File: config.mk
export PLATFORM = sky130hd
export DESIGN_NAME = ir_pulse_distance_decoder_unit
export DESIGN_NICKNAME = d
export VERILOG_FILES = /design/src/design/irpd_pkg.sv /design/src/design/irpd_bit_slicer.sv /design/src/design/irpd_frame_state.sv /design/src/design/ir_pulse_distance_decoder_unit.sv
export VERILOG_INCLUDE_DIRS = /design/src /design/src/design
export SDC_FILE = /design/constraint.sdc
export NUM_CORES = 1
export LEC_CHECK = 0
export BUFFER_PORTS_ARGS = -buffer_cell sky130_fd_sc_hd__buf_2
export CAP_MARGIN = 15
export CELL_PAD_IN_SITES_DETAIL_PLACEMENT = 2
export CELL_PAD_IN_SITES_GLOBAL_PLACEMENT = 2
export CORE_ASPECT_RATIO = 0.6
export CORE_MARGIN = 2
export CORE_UTILIZATION = 30
export CTS_CLUSTER_DIAMETER = 50
export DETAILED_ROUTE_END_ITERATION = 12
export PLACE_DENSITY = 0.65
export SKIP_CTS_REPAIR_TIMING = 1
export SYNTH_ARGS = -nofsm -noshare
export SYNTH_HDL_FRONTEND = slang
export SYNTH_SLANG_ARGS = --single-unit
File: constraint.sdc
create_clock -name clk -period 6.8 [get_ports clk]
set_input_delay 2.04 -clock clk [delete_from_list [all_inputs] [get_ports clk]]
set_output_delay 2.04 -clock clk [all_outputs]
set_load 0.05 [all_outputs]
File: src/design/ir_pulse_distance_decoder_unit_macros.svh
// assertion macros for the ir pulse-distance decoder
// used by the top level; expects clk and rst in scope
`ifndef IR_PULSE_DISTANCE_DECODER_UNIT_MACROS_SVH
`define IR_PULSE_DISTANCE_DECODER_UNIT_MACROS_SVH

// same-cycle implication, checked outside reset
`define IRPD_ASSERT_NOW(label, ante, cons) \
  label: assert property (@(posedge clk) disable iff (rst) (ante) |-> (cons)) \
    else $error("irpd assertion failed");

// next-cycle implication, checked outside reset
`define IRPD_ASSERT_NEXT(label, ante, cons) \
  label: assert property (@(posedge clk) disable iff (rst) (ante) |=> (cons)) \
    else $error("irpd assertion failed");

`endif

File: src/design/irpd_pkg.sv
// shared types, constants and the command lookup for the ir decoder
// no dependencies
package irpd_pkg;

  // configuration register indexes
  typedef enum logic [1:0] {
    REG_ZERO_MIN = 2'd0,
    REG_ZERO_MAX = 2'd1,
    REG_ONE_MIN  = 2'd2,
    REG_ONE_MAX  = 2'd3
  } cfg_reg_t;

  localparam int TICK_W = 24;

  // window reset values in clock ticks
  localparam logic [TICK_W-1:0] ZERO_MIN_RESET = 24'd20000;
  localparam logic [TICK_W-1:0] ZERO_MAX_RESET = 24'd68000;
  localparam logic [TICK_W-1:0] ONE_MIN_RESET  = 24'd72000;
  localparam logic [TICK_W-1:0] ONE_MAX_RESET  = 24'd120000;

  // command codes
  localparam logic [2:0] CMD_NONE        = 3'd0;
  localparam logic [2:0] CMD_FORWARD     = 3'd1;
  localparam logic [2:0] CMD_BACKWARD    = 3'd2;
  localparam logic [2:0] CMD_CLOCKWISE   = 3'd3;
  localparam logic [2:0] CMD_COUNTER_CW  = 3'd4;
  localparam logic [2:0] CMD_BALANCE_ON  = 3'd5;
  localparam logic [2:0] CMD_BALANCE_OFF = 3'd6;

  // received byte values for each command
  localparam logic [7:0] BYTE_FORWARD     = 8'd152;
  localparam logic [7:0] BYTE_BACKWARD    = 8'd204;
  localparam logic [7:0] BYTE_CLOCKWISE   = 8'd180;
  localparam logic [7:0] BYTE_COUNTER_CW  = 8'd120;
  localparam logic [7:0] BYTE_BALANCE_ON  = 8'd50;
  localparam logic [7:0] BYTE_BALANCE_OFF = 8'd70;

  typedef struct packed {
    logic [TICK_W-1:0] zero_min;
    logic [TICK_W-1:0] zero_max;
    logic [TICK_W-1:0] one_min;
    logic [TICK_W-1:0] one_max;
  } bit_windows_t;

  typedef struct packed {
    logic [31:0] frame_bits;
    logic [7:0]  data_byte;
    logic [2:0]  command;
    logic        balance_enabled;
    logic        bad_interval;
  } frame_result_t;

  // byte to command code
  function automatic logic [2:0] code_of_byte(input logic [7:0] b);
    logic [2:0] code;
    case (b)
      BYTE_FORWARD:     code = CMD_FORWARD;
      BYTE_BACKWARD:    code = CMD_BACKWARD;
      BYTE_CLOCKWISE:   code = CMD_CLOCKWISE;
      BYTE_COUNTER_CW:  code = CMD_COUNTER_CW;
      BYTE_BALANCE_ON:  code = CMD_BALANCE_ON;
      BYTE_BALANCE_OFF: code = CMD_BALANCE_OFF;
      default:          code = CMD_NONE;
    endcase
    return code;
  endfunction

endpackage

File: src/design/irpd_bit_slicer.sv
// interval measurement and bit window classification
// depends on irpd_pkg
module irpd_bit_slicer (
  input  logic [31:0]           capture_time,
  input  logic [31:0]           last_capture,
  input  irpd_pkg::bit_windows_t windows,
  output logic                  bit_value,
  output logic                  bad
);
  import irpd_pkg::*;

  logic [31:0] delta;
  logic        in_zero;
  logic        in_one;

  // modulo 2^32 interval, so a timer wrap is harmless
  assign delta = capture_time - last_capture;

  // inclusive windows, zero window wins on overlap
  assign in_zero = (delta >= {8'd0, windows.zero_min}) && (delta <= {8'd0, windows.zero_max});
  assign in_one  = (delta >= {8'd0, windows.one_min}) && (delta <= {8'd0, windows.one_max});

  assign bit_value = !in_zero && in_one;
  assign bad       = !in_zero && !in_one;

endmodule

File: src/design/irpd_frame_state.sv
// frame state: edge counter, bit shift register, error and balance flags
// depends on irpd_pkg and irpd_bit_slicer
module irpd_frame_state #(
  parameter int EDGES_PER_FRAME = 34
) (
  input  logic                   clk,
  input  logic                   rst,
  input  logic                   step,
  input  logic [31:0]            capture_time,
  input  irpd_pkg::bit_windows_t windows,
  output logic                   emit,
  output irpd_pkg::frame_result_t result
);
  import irpd_pkg::*;

  localparam int CW = $clog2(EDGES_PER_FRAME);

  logic [CW-1:0] edge_count;
  logic [CW-1:0] edge_count_next;
  logic [31:0]   last_capture;
  logic [31:0]   bit_shift;
  logic [31:0]   bit_shift_next;
  logic          error_seen;
  logic          error_seen_next;
  logic          balance_on;
  logic          balance_on_next;
  logic          bit_value;
  logic          bad;
  logic          first_edge;
  logic          data_edge;
  logic [7:0]    data_byte;
  logic [2:0]    command;

  irpd_bit_slicer u_slicer (
    .capture_time (capture_time),
    .last_capture (last_capture),
    .windows      (windows),
    .bit_value    (bit_value),
    .bad          (bad)
  );

  // edge classification; the leader interval yields no bit
  assign first_edge = (edge_count == '0);
  assign data_edge  = (edge_count >= CW'(2));
  assign emit       = (edge_count == CW'(EDGES_PER_FRAME - 1));

  // next values for this edge
  always_comb begin
    if (first_edge) begin
      bit_shift_next  = '0;
      error_seen_next = 1'b0;
    end else if (data_edge) begin
      bit_shift_next  = {bit_shift[30:0], bit_value};
      error_seen_next = error_seen | bad;
    end else begin
      bit_shift_next  = bit_shift;
      error_seen_next = error_seen;
    end
    edge_count_next = emit ? '0 : edge_count + CW'(1);
  end

  // command decode and balance flag update on the last edge
  always_comb begin
    data_byte       = bit_shift_next[15:8];
    command         = code_of_byte(data_byte);
    balance_on_next = balance_on;
    if (emit && (command == CMD_BALANCE_ON)) begin
      balance_on_next = 1'b1;
    end else if (emit && (command == CMD_BALANCE_OFF)) begin
      balance_on_next = 1'b0;
    end
  end

  assign result.frame_bits      = bit_shift_next;
  assign result.data_byte       = data_byte;
  assign result.command         = command;
  assign result.balance_enabled = balance_on_next;
  assign result.bad_interval    = error_seen_next;

  // state registers
  always_ff @(posedge clk) begin
    if (rst) begin
      edge_count   <= '0;
      last_capture <= '0;
      bit_shift    <= '0;
      error_seen   <= 1'b0;
      balance_on   <= 1'b1;
    end else if (step) begin
      edge_count   <= edge_count_next;
      last_capture <= capture_time;
      bit_shift    <= bit_shift_next;
      error_seen   <= error_seen_next;
      balance_on   <= balance_on_next;
    end
  end

endmodule

File: src/design/ir_pulse_distance_decoder_unit.sv
// top level of the ir pulse-distance frame decoder
// depends on irpd_pkg, irpd_frame_state and ir_pulse_distance_decoder_unit_macros.svh
//
// Takes one falling-edge timestamp per request and gives one result request
// per frame of EDGES_PER_FRAME edges: 32 decoded bits, the data byte, a command
// code, the balance flag and an error flag. The leader interval is skipped; each
// later interval is sorted into a bit by the zero and one tick windows (inclusive,
// zero window first), an interval in neither gives a zero bit and sets the error
// flag. One edge is accepted every cycle while input ready is high: it is held in
// an input register, decoded by the interval subtract, window compares and shift,
// and a frame result is loaded into the output register. Input ready drops only
// while the output register holds an untaken result and the held edge ends a
// frame. The windows may be rewritten only while no edge is in flight.
`include "ir_pulse_distance_decoder_unit_macros.svh"

module ir_pulse_distance_decoder_unit #(
  parameter int EDGES_PER_FRAME = 34
) (
  input  logic        clk,
  input  logic        rst,
  input  logic        cfg_we,
  input  logic [1:0]  cfg_index,
  input  logic [23:0] cfg_data,
  input  logic        in_valid,
  output logic        in_ready,
  input  logic [31:0] capture_time,
  output logic        out_valid,
  input  logic        out_ready,
  output logic [31:0] frame_bits,
  output logic [7:0]  data_byte,
  output logic [2:0]  command,
  output logic        balance_enabled,
  output logic        bad_interval
);
  import irpd_pkg::*;

  bit_windows_t  windows;
  logic          s1_valid;
  logic [31:0]   s1_capture;
  logic          s1_emits;
  logic          s1_advance;
  frame_result_t s1_result;
  frame_result_t out_result;

  // configuration registers
  always_ff @(posedge clk) begin
    if (rst) begin
      windows.zero_min <= ZERO_MIN_RESET;
      windows.zero_max <= ZERO_MAX_RESET;
      windows.one_min  <= ONE_MIN_RESET;
      windows.one_max  <= ONE_MAX_RESET;
    end else if (cfg_we) begin
      case (cfg_index)
        REG_ZERO_MIN: windows.zero_min <= cfg_data;
        REG_ZERO_MAX: windows.zero_max <= cfg_data;
        REG_ONE_MIN:  windows.one_min  <= cfg_data;
        REG_ONE_MAX:  windows.one_max  <= cfg_data;
        default: ;
      endcase
    end
  end

  // held edge moves on unless it ends a frame and the output is still full
  assign s1_advance = s1_valid && (!s1_emits || !out_valid || out_ready);
  assign in_ready   = !s1_valid || s1_advance;

  // input register
  always_ff @(posedge clk) begin
    if (rst) begin
      s1_valid <= 1'b0;
    end else if (in_ready) begin
      s1_valid <= in_valid;
    end
  end

  always_ff @(posedge clk) begin
    if (in_valid && in_ready) begin
      s1_capture <= capture_time;
    end
  end

  irpd_frame_state #(
    .EDGES_PER_FRAME (EDGES_PER_FRAME)
  ) u_frame (
    .clk          (clk),
    .rst          (rst),
    .step         (s1_advance),
    .capture_time (s1_capture),
    .windows      (windows),
    .emit         (s1_emits),
    .result       (s1_result)
  );

  // output register
  always_ff @(posedge clk) begin
    if (rst) begin
      out_valid <= 1'b0;
    end else if (s1_advance && s1_emits) begin
      out_valid <= 1'b1;
    end else if (out_ready) begin
      out_valid <= 1'b0;
    end
  end

  always_ff @(posedge clk) begin
    if (s1_advance && s1_emits) begin
      out_result <= s1_result;
    end
  end

  assign frame_bits      = out_result.frame_bits;
  assign data_byte       = out_result.data_byte;
  assign command         = out_result.command;
  assign balance_enabled = out_result.balance_enabled;
  assign bad_interval    = out_result.bad_interval;

  // checks
  `IRPD_ASSERT_NEXT(a_frame_end_loads_output, s1_advance && s1_emits, out_valid)
  `IRPD_ASSERT_NEXT(a_held_edge_kept, s1_valid && !s1_advance, s1_valid)
  `IRPD_ASSERT_NOW(a_balance_on_cmd, out_valid && (command == CMD_BALANCE_ON), balance_enabled)
  `IRPD_ASSERT_NOW(a_balance_off_cmd, out_valid && (command == CMD_BALANCE_OFF), !balance_enabled)

endmodule

==> results.json <==
{
  "power.share.sequential_pct": 36.9,
  "grt_usage_pct": 20.2,
  "clock_latency_ps": 600,
  "fp.coreArea_mm2": 0.0434,
  "swShare_pct": 32.0,
  "vias": 11600,
  "clock-sinks": 239,
  "die_height_um": 167,
  "slew_headroom_pct": 20.4,
  "yosys_register_bits": 239,
  "cts_tree": "built",
  "synth_compound_area_share_pct": 17.7,
  "ir_drop_uv": 164,
  "run_status": "finished, final reports clean",
  "synthMuxAreaShare_pct": 0.321,
  "synth_cell_type_count": 72,
  "r2r_setup_slack_ps": 870,
  "die_w_um": 275,
  "dp_hpwl_mm": 32.8,
  "power.total_mw": 4.16,
  "p_leak_nw": 5.85,
  "syn_area_mm2": 0.0132,
  "final_nets": 1862,
  "rsz0062_at_grt": "no",
  "crit_type": "flip-flop to flip-flop",
  "wl_mm": 45.4,
  "areaGrowthSynthToFinish_pct": 15.6,
  "maxCapViolations": 0,
  "slew_viol_final": 0,
  "drive_gt1_share_pct": 12.2,
  "place_inst": 2211,
  "synth-simple-area-share_pct": 18.9,
  "fin_util_pct": 35.3,
  "port_buffers": 109,
  "combinationalPowerShare_pct": 22.3,
  "synthTopCellsByArea": "dfxtp_1, edfxtp_1, ha_1",
  "grt_pass1_wl_mm": 73.0,
  "worstPathArrival_ps": 6380,
  "synth_top_area_cell": "dfxtp_1",
  "syn-num-nets": 1792,
  "yosysMostFrequentCell": "nand2_1",
  "critPathLaunchType": "flip-flop",
  "start_util_pct": 30.5,
  "initialDrtViolationCount": 549,
  "synth_xor_area_share_pct": 1.92,
  "syn_inst": 1597,
  "antenna_found_initial": 2,
  "grt_pass1_vias": 12500,
  "finClkSkew_ps": 16.5,
  "wire_per_inst_um": 20.0,
  "overflow": 0,
  "synthAdderAreaFrac_pct": 12.5,
  "place_congestion": 0.794,
  "cts_made_buffers": 31,
  "period_needed_ps": 5930,
  "max_freq_mhz": 169,
  "ys.flop_type": "dfxtp_1",
  "period_share_pct": 87.3,
  "clkTransAtPathRegs_ps": 60,
  "cellInternalPower_mw": 2.83,
  "synth_top_family_by_area": "simple AND/OR/NAND/NOR gates",
  "setup_violations": 0,
  "holdWs_ps": 455,
  "cts_root_buffer": "clkbuf_16",
  "avgSynthCellArea_um2": 8.29,
  "grt_max_degree": 71,
  "io_pins": 110,
  "power_frac_clock_pct": 40.8,
  "finalHoldViolCount": 0,
  "synth_warnings": 0,
  "synthTopCellsByCount": "nand2_1, a21oi_1, dfxtp_1",
  "yosysSeqAreaShare_pct": 41.4,
  "worst_slew_pin_slew_ps": 1190,
  "synthDominantCellAreaShare_pct": 25.7,
  "num_rows": 59,
  "vias_per_cell": 5.12,
  "min_path_type": "flip-flop to flip-flop",
  "clockBufferDepth": 3,
  "drc_errors": 0,
  "drtAntennaViolNets": 0,
  "ys_async_sr_fraction_pct": 0,
  "htree_levels": 1,
  "worstPathMaxFanout": 4,
  "dieArea_mm2": 0.0459,
  "switchingPower_mw": 1.33,
  "synth_edf_count": 69,
  "end_kind": "flip-flop",
  "dr.pass1.iters": 4,
  "p_per_area_mw_per_mm2": 272,
  "crit_required_ps": 7240,
  "final-instance-count-excl-fill": 2273,
  "fin_tns_setup_ps": 0
}
==> routing by layer <==
| layer | share of wire (%) | track usage (%) | up-vias | wire (um) |
|---|---|---|---|---|
| met3 | 2.5 | 2.62 | 37 | 1140 |
| met2 | 44 | 31.2 | 119 | 19800 |
| met5 | 0 | 0 | - | 0 |
| li1 | - | - | 5651 | - |
| met1 | 53 | 30.1 | 5827 | 23800 |
| met4 | 1.3 | 3.48 | 0 | 578 |
==> worst max-delay path: stages (launching register included) <==
cell      delay, ps
edfxtp_1        400
inv_1            70
ha_1            160
inv_1            50
fa_1            400
a21o_2          240
a221oi_4        390
o21ai_0         270
a31oi_1         400
nor3_1           90
nor2_1          120
xnor2_1         200
ha_1            370
nand4_1         130
nor2_1          260
nand3_1         200
nor3_1          580
a211oi_1        190
or4b_2          660
or4_4           450
o21ai_1         150
==> cell type report <==
class | count | area, um2
multi-input combinational | 1133 | 6850
fill | 4952 | 28100
tap | 579 | 724
timing repair buffer | 122 | 673
clock inverter | 21 | 238
sequential | 239 | 5480
clock buffer | 37 | 808
inverter | 140 | 527
antenna | 2 | 5.00
==> power by group through the flow <==
stage | registers [mW] | clock network, mW | logic [mW]
5_1_grt | 1.54 | 1.81 | 1.06
3_3_place_gp | 1.56 | 0 | 0.885
3_5_place_dp | 1.57 | 0 | 0.924
6_report | 1.54 | 1.70 | 0.928
4_1_cts | 1.54 | 1.76 | 0.935
2_1_floorplan | 1.56 | 0 | 0.627
==> path summary, 6_finish.rpt <==
check | from | end | depth (start not counted)
hold / removal | u_frame.last_capture[28]$_SDFFE_PP0P_ | u_frame.last_capture[28]$_SDFFE_PP0P_ | 2
setup / recovery | s1_capture[0]$_DFFE_PP_ | frame_bits[0]$_DFFE_PP_ | 20
setup reg to reg | s1_capture[0]$_DFFE_PP_ | frame_bits[0]$_DFFE_PP_ | 20
hold reg to reg | u_frame.last_capture[28]$_SDFFE_PP0P_ | u_frame.last_capture[28]$_SDFFE_PP0P_ | 2
==> registers in the layout, indices dropped and copies added, names as in the netlist, 3 cells and up <==
register,count
command,3
frame_bits,32
s1_capture,32
u_frame.bit_shift,32
u_frame.edge_count,6
u_frame.last_capture,32
windows,96
==> metrics by stage <==
stage,worst slack [ps],area [um2]
after CTS,875,15300
after global routing,507,15300
final,866,15300
after detailed placement,920,14200
after floorplan,1990,13200
after global placement,1090,14200
==> placed cells by master, fill, tap and decap left out, types with 14 or more instances in the layout <==
cell type,n
nand2_1,369
a21oi_1,226
o211ai_1,32
xor2_1,15
edfxtp_1,69
dfxtp_1,170
xnor2_1,14
nor2_1,49
o21ai_0,50
inv_1,139
clkbuf_16,31
nor3_1,19
a211oi_1,15
nand4_1,27
ha_1,131
nand3_1,50
buf_2,108
==> kinds of logic (layout without fill, tap and decap cells) <==
logic type,after synthesis,in the layout
AO/OA/AOI/OAI,395,395
multiplexers,4,4
other,0,2
XOR/XNOR,29,29
flip-flops,239,239
adder cells (fa/ha/maj),132,132
buffers and inverters,225,320
AND/OR/NAND/NOR,573,573
Power figures use the tool's default switching activity.
